==> config.mk <==
export PLATFORM = sky130hd
export DESIGN_NAME = dns_question_parser_flat
export DESIGN_NICKNAME = d
export VERILOG_FILES = /design/src/rtl/core/dqp_pkg.sv /design/src/rtl/core/dqp_in_if.sv /design/src/rtl/core/dqp_out_if.sv /design/src/rtl/core/dqp_parse.sv /design/src/rtl/core/dqp_result_fifo.sv /design/src/rtl/core/dns_question_parser.sv /design/src/flat_wrapper.sv
export VERILOG_INCLUDE_DIRS = /design/src /design/src/rtl/core
export SDC_FILE = /design/constraint.sdc
export NUM_CORES = 1
export LEC_CHECK = 0
export BUFFER_PORTS_ARGS = -buffer_cell sky130_fd_sc_hd__buf_2
export CAP_MARGIN = 10
export CORE_ASPECT_RATIO = 0.9
export CORE_MARGIN = 2
export CORE_UTILIZATION = 56
export DETAILED_ROUTE_END_ITERATION = 7
export PLACE_DENSITY_LB_ADDON = 0.08
export SYNTH_ARGS = -nofsm -noshare
export SYNTH_HDL_FRONTEND = slang
export SYNTH_SLANG_ARGS = --single-unit
==> constraint.sdc <==
create_clock -name clk -period 5.5 [get_ports clk]
set_input_delay 1.1 -clock clk [delete_from_list [all_inputs] [get_ports clk]]
set_output_delay 1.1 -clock clk [all_outputs]
set_load 0.05 [all_outputs]
==> src/rtl/core/dns_question_parser_macros.svh <==
// Assertion macros shared by the DNS question parser RTL.
`ifndef DNS_QUESTION_PARSER_MACROS_SVH
`define DNS_QUESTION_PARSER_MACROS_SVH

// Check that the consequent holds in the same cycle as the antecedent.
`define DQP_ASSERT_SAME(lbl, ante, cons, msg) \
  lbl: assert property (@(posedge clk) disable iff (rst) (ante) |-> (cons)) \
    else $error(msg);

// Check that the consequent holds in the cycle after the antecedent.
`define DQP_ASSERT_NEXT(lbl, ante, cons, msg) \
  lbl: assert property (@(posedge clk) disable iff (rst) (ante) |=> (cons)) \
    else $error(msg);

`endif

==> src/rtl/core/dqp_pkg.sv <==
// Types and constants for the DNS question parser.
`timescale 1ns / 1ps
package dqp_pkg;

  localparam int HEADER_BYTES     = 12;
  localparam int HDR_FLAGS_OFFSET = 2;
  localparam int MAX_LABEL_LEN    = 63;
  localparam int MAX_NAME_END     = 255;
  localparam int LABEL_W          = $clog2(MAX_LABEL_LEN + 1);

  localparam logic [15:0] OPT_TYPE  = 16'd41;
  localparam logic [15:0] UDP_FLOOR = 16'd512;

  localparam int RES_DEPTH  = 4;
  localparam int RES_PTR_W  = $clog2(RES_DEPTH);
  localparam int RES_FILL_W = $clog2(RES_DEPTH + 1);

  localparam logic [2:0] ST_OK           = 3'd0;
  localparam logic [2:0] ST_UNTERMINATED = 3'd1;
  localparam logic [2:0] ST_LABEL_LONG   = 3'd2;
  localparam logic [2:0] ST_LABEL_BEYOND = 3'd3;
  localparam logic [2:0] ST_MALFORMED    = 3'd4;
  localparam logic [2:0] ST_NAME_LONG    = 3'd5;
  localparam logic [2:0] ST_TRUNCATED    = 3'd6;

  localparam logic KIND_NAME    = 1'b0;
  localparam logic KIND_SUMMARY = 1'b1;

  typedef struct packed {
    logic        item_kind;
    logic [7:0]  name_byte;
    logic [2:0]  status;
    logic [15:0] query_type;
    logic [15:0] query_class;
    logic [6:0]  label_total;
    logic [7:0]  name_wire_length;
    logic        recursion_wanted;
    logic [7:0]  edns_version;
    logic [15:0] edns_udp_size;
    logic        edns_do;
  } result_t;

  typedef struct packed {
    logic [1:0] count;
  } push_t;

  function automatic logic [7:0] to_lower(input logic [7:0] b);
    logic upper;
    upper = (b >= 8'h41) && (b <= 8'h5a);
    return upper ? (b | 8'h20) : b;
  endfunction

endpackage

==> src/rtl/core/dqp_in_if.sv <==
// Packet byte channel into the DNS question parser.
`timescale 1ns / 1ps
interface dqp_in_if;
  logic       valid;
  logic       ready;
  logic [7:0] data_byte;
  logic       last_byte;
  logic       has_additional;

  modport source(output valid, output data_byte, output last_byte, output has_additional,
                 input ready);
  modport sink(input valid, input data_byte, input last_byte, input has_additional,
               output ready);
endinterface

==> src/rtl/core/dqp_out_if.sv <==
// Result channel out of the DNS question parser.
`timescale 1ns / 1ps
interface dqp_out_if;
  logic        valid;
  logic        ready;
  logic        item_kind;
  logic [7:0]  name_byte;
  logic [2:0]  status;
  logic [15:0] query_type;
  logic [15:0] query_class;
  logic [6:0]  label_total;
  logic [7:0]  name_wire_length;
  logic        recursion_wanted;
  logic [7:0]  edns_version;
  logic [15:0] edns_udp_size;
  logic        edns_do;

  modport source(output valid, output item_kind, output name_byte, output status,
                 output query_type, output query_class, output label_total,
                 output name_wire_length, output recursion_wanted, output edns_version,
                 output edns_udp_size, output edns_do, input ready);
  modport sink(input valid, input item_kind, input name_byte, input status,
               input query_type, input query_class, input label_total,
               input name_wire_length, input recursion_wanted, input edns_version,
               input edns_udp_size, input edns_do, output ready);
endinterface

==> src/rtl/core/dqp_parse.sv <==
// Per-byte parse state and result generation for the DNS question parser.
`timescale 1ns / 1ps
module dqp_parse #(
  parameter int OFFSET_BITS = 16
) (
  input  logic             clk,
  input  logic             rst,
  input  logic             fire,
  input  logic [7:0]       data_byte,
  input  logic             last_byte,
  input  logic             has_additional,
  output dqp_pkg::push_t   push,
  output dqp_pkg::result_t item_a,
  output dqp_pkg::result_t item_b
);
  import dqp_pkg::*;

  typedef enum logic [1:0] {PH_HEADER, PH_NAME, PH_TRAILER} phase_t;

  localparam int REL_QTYPE_HI  = 1;
  localparam int REL_QTYPE_LO  = 2;
  localparam int REL_QCLASS_HI = 3;
  localparam int REL_QCLASS_LO = 4;
  localparam int REL_OWNER     = 5;
  localparam int REL_OTYPE_HI  = 6;
  localparam int REL_OTYPE_LO  = 7;
  localparam int REL_OCLASS_HI = 8;
  localparam int REL_OCLASS_LO = 9;
  localparam int REL_VERSION   = 11;
  localparam int REL_DO        = 12;
  localparam int MIN_TRAILER   = 4;
  localparam int MIN_OPT       = 15;

  localparam logic [OFFSET_BITS-1:0] OFF_MAX = {OFFSET_BITS{1'b1}};

  phase_t                 phase, phase_next;
  logic [OFFSET_BITS-1:0] byte_offset, byte_offset_next;
  logic [LABEL_W-1:0]     label_left, label_left_next;
  logic [2:0]             first_error, first_error_next;
  logic                   terminator_seen, terminator_seen_next;
  logic [OFFSET_BITS-1:0] name_end_offset, name_end_offset_next;
  logic [6:0]             label_tally, label_tally_next;
  logic [15:0]            qtype, qtype_next;
  logic [15:0]            qclass, qclass_next;
  logic                   rd, rd_next;
  logic [15:0]            opt_type, opt_type_next;
  logic [15:0]            opt_class, opt_class_next;
  logic [7:0]             opt_version, opt_version_next;
  logic                   opt_do, opt_do_next;
  logic                   opt_owner_nz, opt_owner_nz_next;
  logic                   additional_flag, additional_flag_next;

  logic [OFFSET_BITS-1:0] rel;
  logic [OFFSET_BITS:0]   off_ext, end_p4, end_p15;
  logic [2:0]             label_code;
  logic                   opt_ok;
  result_t                name_item, summary;

  always_comb begin
    phase_next           = phase;
    byte_offset_next     = byte_offset;
    label_left_next      = label_left;
    first_error_next     = first_error;
    terminator_seen_next = terminator_seen;
    name_end_offset_next = name_end_offset;
    label_tally_next     = label_tally;
    qtype_next           = qtype;
    qclass_next          = qclass;
    rd_next              = rd;
    opt_type_next        = opt_type;
    opt_class_next       = opt_class;
    opt_version_next     = opt_version;
    opt_do_next          = opt_do;
    opt_owner_nz_next    = opt_owner_nz;
    additional_flag_next = additional_flag;
    label_code           = ST_OK;
    rel                  = byte_offset - name_end_offset;

    if (fire) begin
      if (byte_offset != OFF_MAX) begin
        byte_offset_next = byte_offset + 1'b1;
      end
      case (phase)
        PH_HEADER: begin
          if (byte_offset == '0) begin
            additional_flag_next = has_additional;
          end
          if (byte_offset == OFFSET_BITS'(HDR_FLAGS_OFFSET)) begin
            rd_next = data_byte[0];
          end
          if (byte_offset >= OFFSET_BITS'(HEADER_BYTES - 1)) begin
            phase_next = PH_NAME;
          end
        end
        PH_NAME: begin
          if (data_byte == 8'h00) begin
            if (label_left > LABEL_W'(1)) begin
              label_code = ST_LABEL_BEYOND;
            end else if (label_left == LABEL_W'(1)) begin
              label_code = ST_MALFORMED;
            end
            label_left_next      = '0;
            terminator_seen_next = 1'b1;
            name_end_offset_next = byte_offset;
            phase_next           = PH_TRAILER;
          end else if (label_left == '0) begin
            if (label_tally != 7'h7f) begin
              label_tally_next = label_tally + 1'b1;
            end
            if (data_byte > 8'(MAX_LABEL_LEN)) begin
              label_code      = ST_LABEL_LONG;
              label_left_next = '0;
            end else begin
              label_left_next = data_byte[LABEL_W-1:0];
            end
          end else begin
            label_left_next = label_left - 1'b1;
          end
          if (first_error == ST_OK) begin
            first_error_next = label_code;
          end
        end
        PH_TRAILER: begin
          case (rel)
            OFFSET_BITS'(REL_QTYPE_HI):  qtype_next[15:8]  = qtype[15:8] | data_byte;
            OFFSET_BITS'(REL_QTYPE_LO):  qtype_next[7:0]   = qtype[7:0] | data_byte;
            OFFSET_BITS'(REL_QCLASS_HI): qclass_next[15:8] = qclass[15:8] | data_byte;
            OFFSET_BITS'(REL_QCLASS_LO): qclass_next[7:0]  = qclass[7:0] | data_byte;
            OFFSET_BITS'(REL_OWNER):     opt_owner_nz_next = opt_owner_nz | (data_byte != 8'h00);
            OFFSET_BITS'(REL_OTYPE_HI):  opt_type_next[15:8] = opt_type[15:8] | data_byte;
            OFFSET_BITS'(REL_OTYPE_LO):  opt_type_next[7:0]  = opt_type[7:0] | data_byte;
            OFFSET_BITS'(REL_OCLASS_HI): opt_class_next[15:8] = opt_class[15:8] | data_byte;
            OFFSET_BITS'(REL_OCLASS_LO): opt_class_next[7:0]  = opt_class[7:0] | data_byte;
            OFFSET_BITS'(REL_VERSION):   opt_version_next = opt_version | data_byte;
            OFFSET_BITS'(REL_DO):        opt_do_next      = opt_do | data_byte[7];
            default: ;
          endcase
        end
        default: ;
      endcase
    end
  end

  always_comb begin
    off_ext = {1'b0, byte_offset};
    end_p4  = {1'b0, name_end_offset_next} + (OFFSET_BITS + 1)'(MIN_TRAILER);
    end_p15 = {1'b0, name_end_offset_next} + (OFFSET_BITS + 1)'(MIN_OPT);
    opt_ok  = additional_flag_next && (off_ext >= end_p15) && !opt_owner_nz_next &&
              (opt_type_next == OPT_TYPE);

    summary           = '0;
    summary.item_kind = KIND_SUMMARY;
    if (!terminator_seen_next) begin
      summary.status = ST_UNTERMINATED;
    end else if (first_error_next != ST_OK) begin
      summary.status = first_error_next;
    end else if (name_end_offset_next > OFFSET_BITS'(MAX_NAME_END)) begin
      summary.status = ST_NAME_LONG;
    end else if (off_ext < end_p4) begin
      summary.status = ST_TRUNCATED;
    end else begin
      summary.status = ST_OK;
    end

    if (summary.status == ST_OK) begin
      summary.query_type       = qtype_next;
      summary.query_class      = qclass_next;
      summary.label_total      = label_tally_next;
      summary.name_wire_length =
        8'(name_end_offset_next - OFFSET_BITS'(HEADER_BYTES - 1));
      summary.recursion_wanted = rd_next;
      if (opt_ok) begin
        summary.edns_version  = opt_version_next;
        summary.edns_udp_size = (opt_class_next < UDP_FLOOR) ? UDP_FLOOR : opt_class_next;
        summary.edns_do       = opt_do_next;
      end
    end

    name_item           = '0;
    name_item.item_kind = KIND_NAME;
    name_item.name_byte = to_lower(data_byte);

    item_b     = summary;
    item_a     = (phase == PH_NAME) ? name_item : summary;
    push.count = fire ? (2'(phase == PH_NAME) + 2'(last_byte)) : 2'd0;
  end

  always_ff @(posedge clk) begin
    if (rst || (fire && last_byte)) begin
      phase           <= PH_HEADER;
      byte_offset     <= '0;
      label_left      <= '0;
      first_error     <= ST_OK;
      terminator_seen <= 1'b0;
      name_end_offset <= '0;
      label_tally     <= '0;
      qtype           <= '0;
      qclass          <= '0;
      rd              <= 1'b0;
      opt_type        <= '0;
      opt_class       <= '0;
      opt_version     <= '0;
      opt_do          <= 1'b0;
      opt_owner_nz    <= 1'b0;
      additional_flag <= 1'b0;
    end else begin
      phase           <= phase_next;
      byte_offset     <= byte_offset_next;
      label_left      <= label_left_next;
      first_error     <= first_error_next;
      terminator_seen <= terminator_seen_next;
      name_end_offset <= name_end_offset_next;
      label_tally     <= label_tally_next;
      qtype           <= qtype_next;
      qclass          <= qclass_next;
      rd              <= rd_next;
      opt_type        <= opt_type_next;
      opt_class       <= opt_class_next;
      opt_version     <= opt_version_next;
      opt_do          <= opt_do_next;
      opt_owner_nz    <= opt_owner_nz_next;
      additional_flag <= additional_flag_next;
    end
  end

endmodule

==> src/rtl/core/dqp_result_fifo.sv <==
// Result word queue: takes up to two words a cycle, hands out one.
`timescale 1ns / 1ps
module dqp_result_fifo (
  input  logic                        clk,
  input  logic                        rst,
  input  dqp_pkg::push_t              push,
  input  dqp_pkg::result_t            item_a,
  input  dqp_pkg::result_t            item_b,
  output logic [dqp_pkg::RES_FILL_W-1:0] fill,
  dqp_out_if.source                   res_out
);
  import dqp_pkg::*;

  result_t              slots [RES_DEPTH];
  logic [RES_PTR_W-1:0] wr_ptr, rd_ptr;
  logic [RES_PTR_W-1:0] wr_ptr_b;
  logic                 pop;
  result_t              head;

  assign pop      = res_out.valid && res_out.ready;
  assign wr_ptr_b = wr_ptr + 1'b1;
  assign head     = slots[rd_ptr];

  always_ff @(posedge clk) begin
    if (push.count != 2'd0) begin
      slots[wr_ptr] <= item_a;
    end
    if (push.count == 2'd2) begin
      slots[wr_ptr_b] <= item_b;
    end
  end

  always_ff @(posedge clk) begin
    if (rst) begin
      wr_ptr <= '0;
      rd_ptr <= '0;
      fill   <= '0;
    end else begin
      wr_ptr <= wr_ptr + RES_PTR_W'(push.count);
      if (pop) begin
        rd_ptr <= rd_ptr + 1'b1;
      end
      fill <= fill + RES_FILL_W'(push.count) - RES_FILL_W'(pop);
    end
  end

  assign res_out.valid            = (fill != '0);
  assign res_out.item_kind        = head.item_kind;
  assign res_out.name_byte        = head.name_byte;
  assign res_out.status           = head.status;
  assign res_out.query_type       = head.query_type;
  assign res_out.query_class      = head.query_class;
  assign res_out.label_total      = head.label_total;
  assign res_out.name_wire_length = head.name_wire_length;
  assign res_out.recursion_wanted = head.recursion_wanted;
  assign res_out.edns_version     = head.edns_version;
  assign res_out.edns_udp_size    = head.edns_udp_size;
  assign res_out.edns_do          = head.edns_do;

endmodule

==> src/rtl/core/dns_question_parser.sv <==
// Top level of the DNS question parser.
// Result words for an accepted byte are written into the result queue at the edge that accepts it.
// Throughput: one packet byte per cycle; each name byte gives one result word,
// and the final byte adds a summary word. A four-entry result queue takes up to
// two words a cycle and drains one, so input stalls only while the queue is backed up.
// Reset: synchronous rst empties the queue and returns the parser to the header phase.
`timescale 1ns / 1ps
`include "dns_question_parser_macros.svh"
module dns_question_parser #(
  parameter int OFFSET_BITS = 16
) (
  input logic       clk,
  input logic       rst,
  dqp_in_if.sink    pkt_in,
  dqp_out_if.source res_out
);
  import dqp_pkg::*;

  push_t                 push;
  result_t               item_a, item_b;
  logic [RES_FILL_W-1:0] fill;
  logic                  fire;

  assign pkt_in.ready = (fill <= RES_FILL_W'(RES_DEPTH - 2));
  assign fire         = pkt_in.valid && pkt_in.ready;

  dqp_parse #(
    .OFFSET_BITS(OFFSET_BITS)
  ) u_parse (
    .clk           (clk),
    .rst           (rst),
    .fire          (fire),
    .data_byte     (pkt_in.data_byte),
    .last_byte     (pkt_in.last_byte),
    .has_additional(pkt_in.has_additional),
    .push          (push),
    .item_a        (item_a),
    .item_b        (item_b)
  );

  dqp_result_fifo u_fifo (
    .clk    (clk),
    .rst    (rst),
    .push   (push),
    .item_a (item_a),
    .item_b (item_b),
    .fill   (fill),
    .res_out(res_out)
  );

  `DQP_ASSERT_SAME(a_fill_bound, 1'b1, fill <= RES_FILL_W'(RES_DEPTH), "result queue overflow")
  `DQP_ASSERT_NEXT(a_last_gives_word, fire && pkt_in.last_byte, fill != '0, "no summary queued")
  `DQP_ASSERT_SAME(a_name_ok, res_out.valid && res_out.item_kind == KIND_NAME, res_out.status == ST_OK && res_out.query_type == 16'd0, "name word carries summary data")
  `DQP_ASSERT_SAME(a_err_clear, res_out.valid && res_out.item_kind == KIND_SUMMARY && res_out.status != ST_OK, res_out.edns_udp_size == 16'd0 && res_out.name_wire_length == 8'd0, "error summary carries fields")

endmodule

==> src/flat_wrapper.sv <==
// flat-port wrapper written by rule: the top's interface ports become plain ports
module dns_question_parser_flat import dqp_pkg::*;
#(
  parameter int OFFSET_BITS = 16
)
  (clk, rst, pkt_in_valid, pkt_in_data_byte, pkt_in_last_byte, pkt_in_has_additional, pkt_in_ready, res_out_valid, res_out_item_kind, res_out_name_byte, res_out_status, res_out_query_type, res_out_query_class, res_out_label_total, res_out_name_wire_length, res_out_recursion_wanted, res_out_edns_version, res_out_edns_udp_size, res_out_edns_do, res_out_ready);
  dqp_in_if pkt_in_i ();
  dqp_out_if res_out_i ();
  input logic clk;
  input logic rst;
  input wire logic [$bits(pkt_in_i.valid)-1:0] pkt_in_valid;
  input wire logic [$bits(pkt_in_i.data_byte)-1:0] pkt_in_data_byte;
  input wire logic [$bits(pkt_in_i.last_byte)-1:0] pkt_in_last_byte;
  input wire logic [$bits(pkt_in_i.has_additional)-1:0] pkt_in_has_additional;
  output wire logic [$bits(pkt_in_i.ready)-1:0] pkt_in_ready;
  output wire logic [$bits(res_out_i.valid)-1:0] res_out_valid;
  output wire logic [$bits(res_out_i.item_kind)-1:0] res_out_item_kind;
  output wire logic [$bits(res_out_i.name_byte)-1:0] res_out_name_byte;
  output wire logic [$bits(res_out_i.status)-1:0] res_out_status;
  output wire logic [$bits(res_out_i.query_type)-1:0] res_out_query_type;
  output wire logic [$bits(res_out_i.query_class)-1:0] res_out_query_class;
  output wire logic [$bits(res_out_i.label_total)-1:0] res_out_label_total;
  output wire logic [$bits(res_out_i.name_wire_length)-1:0] res_out_name_wire_length;
  output wire logic [$bits(res_out_i.recursion_wanted)-1:0] res_out_recursion_wanted;
  output wire logic [$bits(res_out_i.edns_version)-1:0] res_out_edns_version;
  output wire logic [$bits(res_out_i.edns_udp_size)-1:0] res_out_edns_udp_size;
  output wire logic [$bits(res_out_i.edns_do)-1:0] res_out_edns_do;
  input wire logic [$bits(res_out_i.ready)-1:0] res_out_ready;
  assign pkt_in_i.valid = pkt_in_valid;
  assign pkt_in_i.data_byte = pkt_in_data_byte;
  assign pkt_in_i.last_byte = pkt_in_last_byte;
  assign pkt_in_i.has_additional = pkt_in_has_additional;
  assign pkt_in_ready = pkt_in_i.ready;
  assign res_out_valid = res_out_i.valid;
  assign res_out_item_kind = res_out_i.item_kind;
  assign res_out_name_byte = res_out_i.name_byte;
  assign res_out_status = res_out_i.status;
  assign res_out_query_type = res_out_i.query_type;
  assign res_out_query_class = res_out_i.query_class;
  assign res_out_label_total = res_out_i.label_total;
  assign res_out_name_wire_length = res_out_i.name_wire_length;
  assign res_out_recursion_wanted = res_out_i.recursion_wanted;
  assign res_out_edns_version = res_out_i.edns_version;
  assign res_out_edns_udp_size = res_out_i.edns_udp_size;
  assign res_out_edns_do = res_out_i.edns_do;
  assign res_out_i.ready = res_out_ready;
  dns_question_parser #(.OFFSET_BITS(OFFSET_BITS)) u_core (.clk(clk), .rst(rst), .pkt_in(pkt_in_i), .res_out(res_out_i));
endmodule
Yosys cells after proc, flatten, opt, wreduce, memory -nomap -nowiden

Memory sizes are Yosys's and may differ from the RTL's. A register that Yosys moved wholly into a read port is not among the register bits.
Cells that the tools add are included.

Bits in writable memories: 340
Input bits: 14
Memories kept: 1
Flip-flop bits (word level): 134
Output and inout bits: 87
Memory bits (read-only): 0
Word-level logic and storage cells: 170
Bits in latches: 0

Memory list:

| memory              | depth | bits a word | rd ports | clocked after memory_dff | write ports | line                  | RTL |
|---|---|---|---|---|---|---|---|
| u_core.u_fifo.slots | 4     | 85          | 1        | 1                        | 2           | dqp_result_fifo.sv:14 | `result_t slots [RES_DEPTH];` |

Div/mod/pow operators: 0
Eq/ne operators: 21
Reduce and logical (&&, ||, !) cells: 23
Order comparisons: 10
Multipliers: 0
Shifts and indexed selects: 0
Multiplexer cells: 72
Bitwise operators: 11
$add $sub $neg: 13

Operators by type and width:

| operator                | number |
|---|---|
| $mux W16                | 12 |
| $mux W8                 | 11 |
| $mux W85                | 1 |
| $mux W73                | 1 |
| $or A8 B8 Y8            | 9 |
| $eq A16 B3 Y1 const B   | 4 |
| $eq A16 B4 Y1 const B   | 4 |
| $eq A16 B2 Y1 const B   | 3 |
| $mux W7                 | 5 |
| $mux W3                 | 10 |
| $mux W25                | 1 |
| $mux W6                 | 4 |
| $mux W1                 | 19 |
| $add A16 B3 Y17 const B | 1 |
| $add A16 B4 Y17 const B | 1 |
| $ge A16 B17 Y1          | 1 |
| $lt A16 B17 Y1          | 1 |
| $add A16 B1 Y16 const B | 1 |
| $eq A16 B1 Y1 const B   | 1 |
| $eq A16 B6 Y1 const B   | 1 |
| $ge A16 B4 Y1 const B   | 1 |
| $gt A16 B8 Y1 const B   | 1 |
| $logic_not A16 Y1       | 1 |
| $lt A16 B10 Y1 const B  | 1 |
| other kinds (35)        | 55 |

Longest topological paths before layout

Word-level depth: 13
Gate-level depth with buffers: 22

Cells and area by module

Synthesis repeated with hierarchy kept, for this count alone.

Cell total of the unflattened synthesis: 2020
Area, all modules: 25627.1 um^2

Modules (own cells, without submodules):

| module              | cells an instance | area an instance (um^2) | times used | sequential area each (um^2) |
|---|---|---|---|---|
| dqp_result_fifo     | 871               | 16888.7                 | 1          | 10390.0 |
| dqp_parse           | 1147              | 8723.4                  | 1          | 2542.4 |
| dns_question_parser | 2                 | 15.0                    | 1          | 0.0 |

Worst setup path after synthesis

OpenSTA, ideal clock, no wires.

Path type: in2reg
Start: input port pkt_in_data_byte[6]
End: memory u_core.u_fifo.slots[1][43] in the netlist's numbering (data pin)
Cell stages on the path: 19
Arrival time: 5.427 ns
Required time: 5.233 ns
Path slack: -0.194 ns
Buffers on the path: 2
Cell sequence: or4_1 -> nor3_1 -> nand3_1 -> mux2i_1 -> inv_1 -> ha_1 -> nand3b_1 -> nor3_1 -> xor2_1 -> ha_1 -> or4_1 -> a221oi_1 -> o21ai_0 -> o32a_1 -> o21a_1 -> buf_2 -> nand2_1 -> buf_2 -> nor2_1

RTL lines:

| element     | line                  | RTL |
|---|---|---|
| from (decl) | flat_wrapper.sv:12    | `input wire logic [$bits(pkt_in_i.data_byte)-1:0] pkt_in_data_byte;` |
| to (decl)   | dqp_result_fifo.sv:14 |  |

==> flow_summary_export.csv <==
group,metric,value,unit
layout,areaGrowthSynthToFinish,15.8,%
layout,drive_above_1_share,19.6,%
synthesis,synth_common_cells,"nor2_1 (359), edfxtp_1 (304), dfxtp_1 (172), nand2_1 (142), nor3_1 (136)",
run,cap_viol_max_count,0,
grt,grt_use_met1,39.9,%
layout,finish.utilization,65.9,%
floorplanning,die-area,41900,um^2
pwr,swShare,31.2,%
setup_path,worstPathArrival,5680,ps
clock_network,cts-root-buf,"clkbuf_16",
clock_network,cts_hold_buf,0,
layout,fin_nets,2236,
clock_network,cts.clk_slew.worst_paths,60,ps
detailed_routing,wl,59.5,mm
grt,grt.overflow.total,0,
clock_network,htreeDepth,2,
grt,grt_pass1_wl,91.0,mm
synthesis,syn_inst,2002,
setup_path,worstSetupStartpointType,"primary input",
clock_network,clk_latency,590,ps
pwr,powerDensity,362,nW/um^2
detailed_routing,drtAntennaViolNets,0,
synthesis,yosysUniqueCellTypes,81,
timing,slew_violations,0,
grt,antenna_found_initial,3,
detailed_routing,drtIter0Drc,1609,
synthesis,async_flop_share,0,%
synthesis,seq_area_frac_synth,55.8,%
floorplanning,coreArea,39600,um^2
setup_path,crit_path_max_fanout,8,
clock_network,cts_sinks,476,
placed_design,gp_congestion,0.926,
setup_path,crit_start,"pkt_in_data_byte[5]",
floorplanning,io_pins,101,
pwr,p_comb_share,22.1,%
floorplanning,fp.dieW,215,um
timing,worst_pin_slew,1210,ps
synthesis,synth_top_cell_by_area,"edfxtp_1",
pwr,irDropWorstVdd,0.271,mV
timing,relSlewSlack,18.8,%
placed_design,port_buffers,100,
synthesis,synth.most_common_cell,"nor2_1",
pwr,power.total,9.46,mW
timing,rsz0062_at_grt,"true",
timing,finalHoldViolCount,0,
placed_design,place_inst,2620,
synthesis,synth_top_cell_area_share,40.5,%
detailed_routing,avgViaCountPerCell,6.10,
timing,fin_skew,20.2,ps
synthesis,synth.net_count,2082,
synthesis,synthTopCellsByArea,"edfxtp_1 (40%), dfxtp_1 (15%), mux4_2 (8.5%)",
pwr,p_sw,2.95,mW
detailed_routing,drt-pass1-iter-count,5,
clock_network,cts_max_path_buffers,3,
synthesis,yosys_warnings,0,
clock_network,cts_buffers,48,
synthesis,synth_ff_type,"edfxtp_1",
pwr,clkPwrFrac,35.3,%
timing,fin_crit_sh,97.3,%
synthesis,synthesis.area_per_instance,11.3,um^2
setup_path,reg2reg_from,"u_core.u_parse.byte_offset[0]",
detailed_routing,drc,0,
outcome,status,"finished clean",
pwr,p_leak,8.89,nW
hold_path,hold_path.class,"register to register",
grt,grt_max_degree,60,
grt,top_usage_layer,"met2",
grt,grtUsageTotal,28.0,%
timing,clock.fmax,0.187,GHz
setup_path,cp_data_required_time,5820,ps
clock_network,cts_tree,"done",
detailed_routing,wire_per_inst,21.8,um
synthesis,synth_edf_count,304,
setup_path,cp-end-kind,"register",
setup_path,criticalPathCategory,"primary input to register",
synthesis,syn_area,22500,um^2
floorplanning,start_util,56.9,%
timing,setup_viol,0,
layout,fin_cells,2727,
grt,met2_usage,44.6,%
pwr,p_seq_share,42.7,%
grt,grt_use_met3,4.52,%
floorplanning,row_count,69,
placed_design,hpwl,37.6,mm
synthesis,ys_ff_latch,476,
pwr,p_int,6.50,mW
grt,grt_pass1_vias,16000,
detailed_routing,vias,16600,
hold_path,hp-start,"u_core.u_fifo.slots[2][84]",
timing,min_period,5350,ps
floorplanning,dieHeight,194,um
[flip-flops by register name (all words and copies together) (netlist names), 2 cells and up, named ones only]
signal                          flops
u_core.u_parse.opt_type            16
u_core.u_fifo.rd_ptr                2
u_core.u_parse.opt_version          8
u_core.u_parse.label_left           6
u_core.u_fifo.fill                  3
u_core.u_fifo.slots               340
u_core.u_parse.label_tally          7
u_core.u_parse.opt_class           16
u_core.u_parse.name_end_offset     16
u_core.u_parse.first_error          3
u_core.u_parse.phase                2
u_core.u_parse.qtype               16
u_core.u_fifo.wr_ptr                2
u_core.u_parse.byte_offset         16
u_core.u_parse.qclass              16
[layout by cell type, fill, tap and decap left out, types with 15 or more instances in the layout]
master,instances
nand4_1,17
nor3_1,133
dfxtp_1,170
xnor2_1,29
and2_1,21
nand2_1,138
inv_1,42
nand3_1,48
ha_1,63
xor2_1,35
nor2_1,357
edfxtp_1,304
buf_2,100
o21a_1,36
mux4_2,85
clkbuf_16,54
o21ai_0,89
mux2i_1,21
clkbuf_1,15
a31oi_1,18
buf_4,100
a21oi_1,73
[stage by stage]
stage                     cell area (um^2)  setup slack (ps)  setup TNS [ps]  hold WS (ps)
after global routing                 26100             -15.3           -70.7           457
after detailed placement             24200              -583         -149290           429
after global placement               24200              -498         -133700           428
after floorplan                      22600              1.46               0           418
final                                26100               147               0           442
after CTS                            25800              43.0               0           439
[critical path: stages]
cell	delay, ps
buf_2	140
or4_4	540
nor3_4	190
nand3_4	190
mux2i_4	260
or3_4	410
or3_4	350
nor2_1	120
xor2_1	100
ha_1	200
or4_1	530
a221oi_2	190
o21ai_1	100
o32a_1	390
o21a_1	260
buf_4	180
nand2_4	150
buf_6	200
nor2_1	60
[worst paths after layout]
path                                                    to  slack [ps]  cells after the start
worst max register to register   u_core.u_fifo.slots[1][7]         330                     14
worst min-delay path            u_core.u_fifo.slots[2][84]         440                      2
worst min register to register  u_core.u_fifo.slots[2][84]         440                      2
worst max-delay path            u_core.u_fifo.slots[0][60]         150                     19
[power by group through the flow]
stage / Combinational [mW] / Sequential (mW) / Clock [mW]
final: 2.09 / 4.03 / 3.34
after global routing: 2.19 / 4.05 / 3.51
after CTS: 2.10 / 4.04 / 3.38
after detailed placement: 2.09 / 4.12 / 0
after global placement: 2.09 / 4.11 / 0
after floorplan: 1.68 / 4.01 / 0
[per-layer routing]
layer / up-vias / wire (um)
met5: - / 11
met4: 2 / 1600
met3: 106 / 4390
met2: 655 / 27500
met1: 8203 / 26000
li1: 7660 / -
[repair_timing]
item	CTS	global route
gates resized for setup	0	22
setup buffers	0	11
endpoints found under the setup margin	0	297
[layout make-up]
class                           count  area, um^2
Antenna cell                        1        2.50
Clock buffer                       66        1310
Clock inverter                     22         279
Fill cell                        3082       13500
Inverter                           46         173
Multi-Input combinational cell   1362        9380
Sequential cell                   476       12600
Tap cell                          532         666
Timing Repair Buffer              222        1710
[cell families (layout without fill, tap and decap cells)]
logic type	Yosys count	after routing	synth area share (%)
AND/OR/NAND/NOR	819	819	16.6
flip-flops	476	476	55.8
AO/OA/AOI/OAI	303	303	8.61
buffers and inverters	164	356	3.24
multiplexers	110	110	9.61
adder cells (fa/ha/maj)	66	66	3.73
XOR/XNOR	64	64	2.49
other	0	1	0
Note: power is estimated with default switching activity, not from simulation.
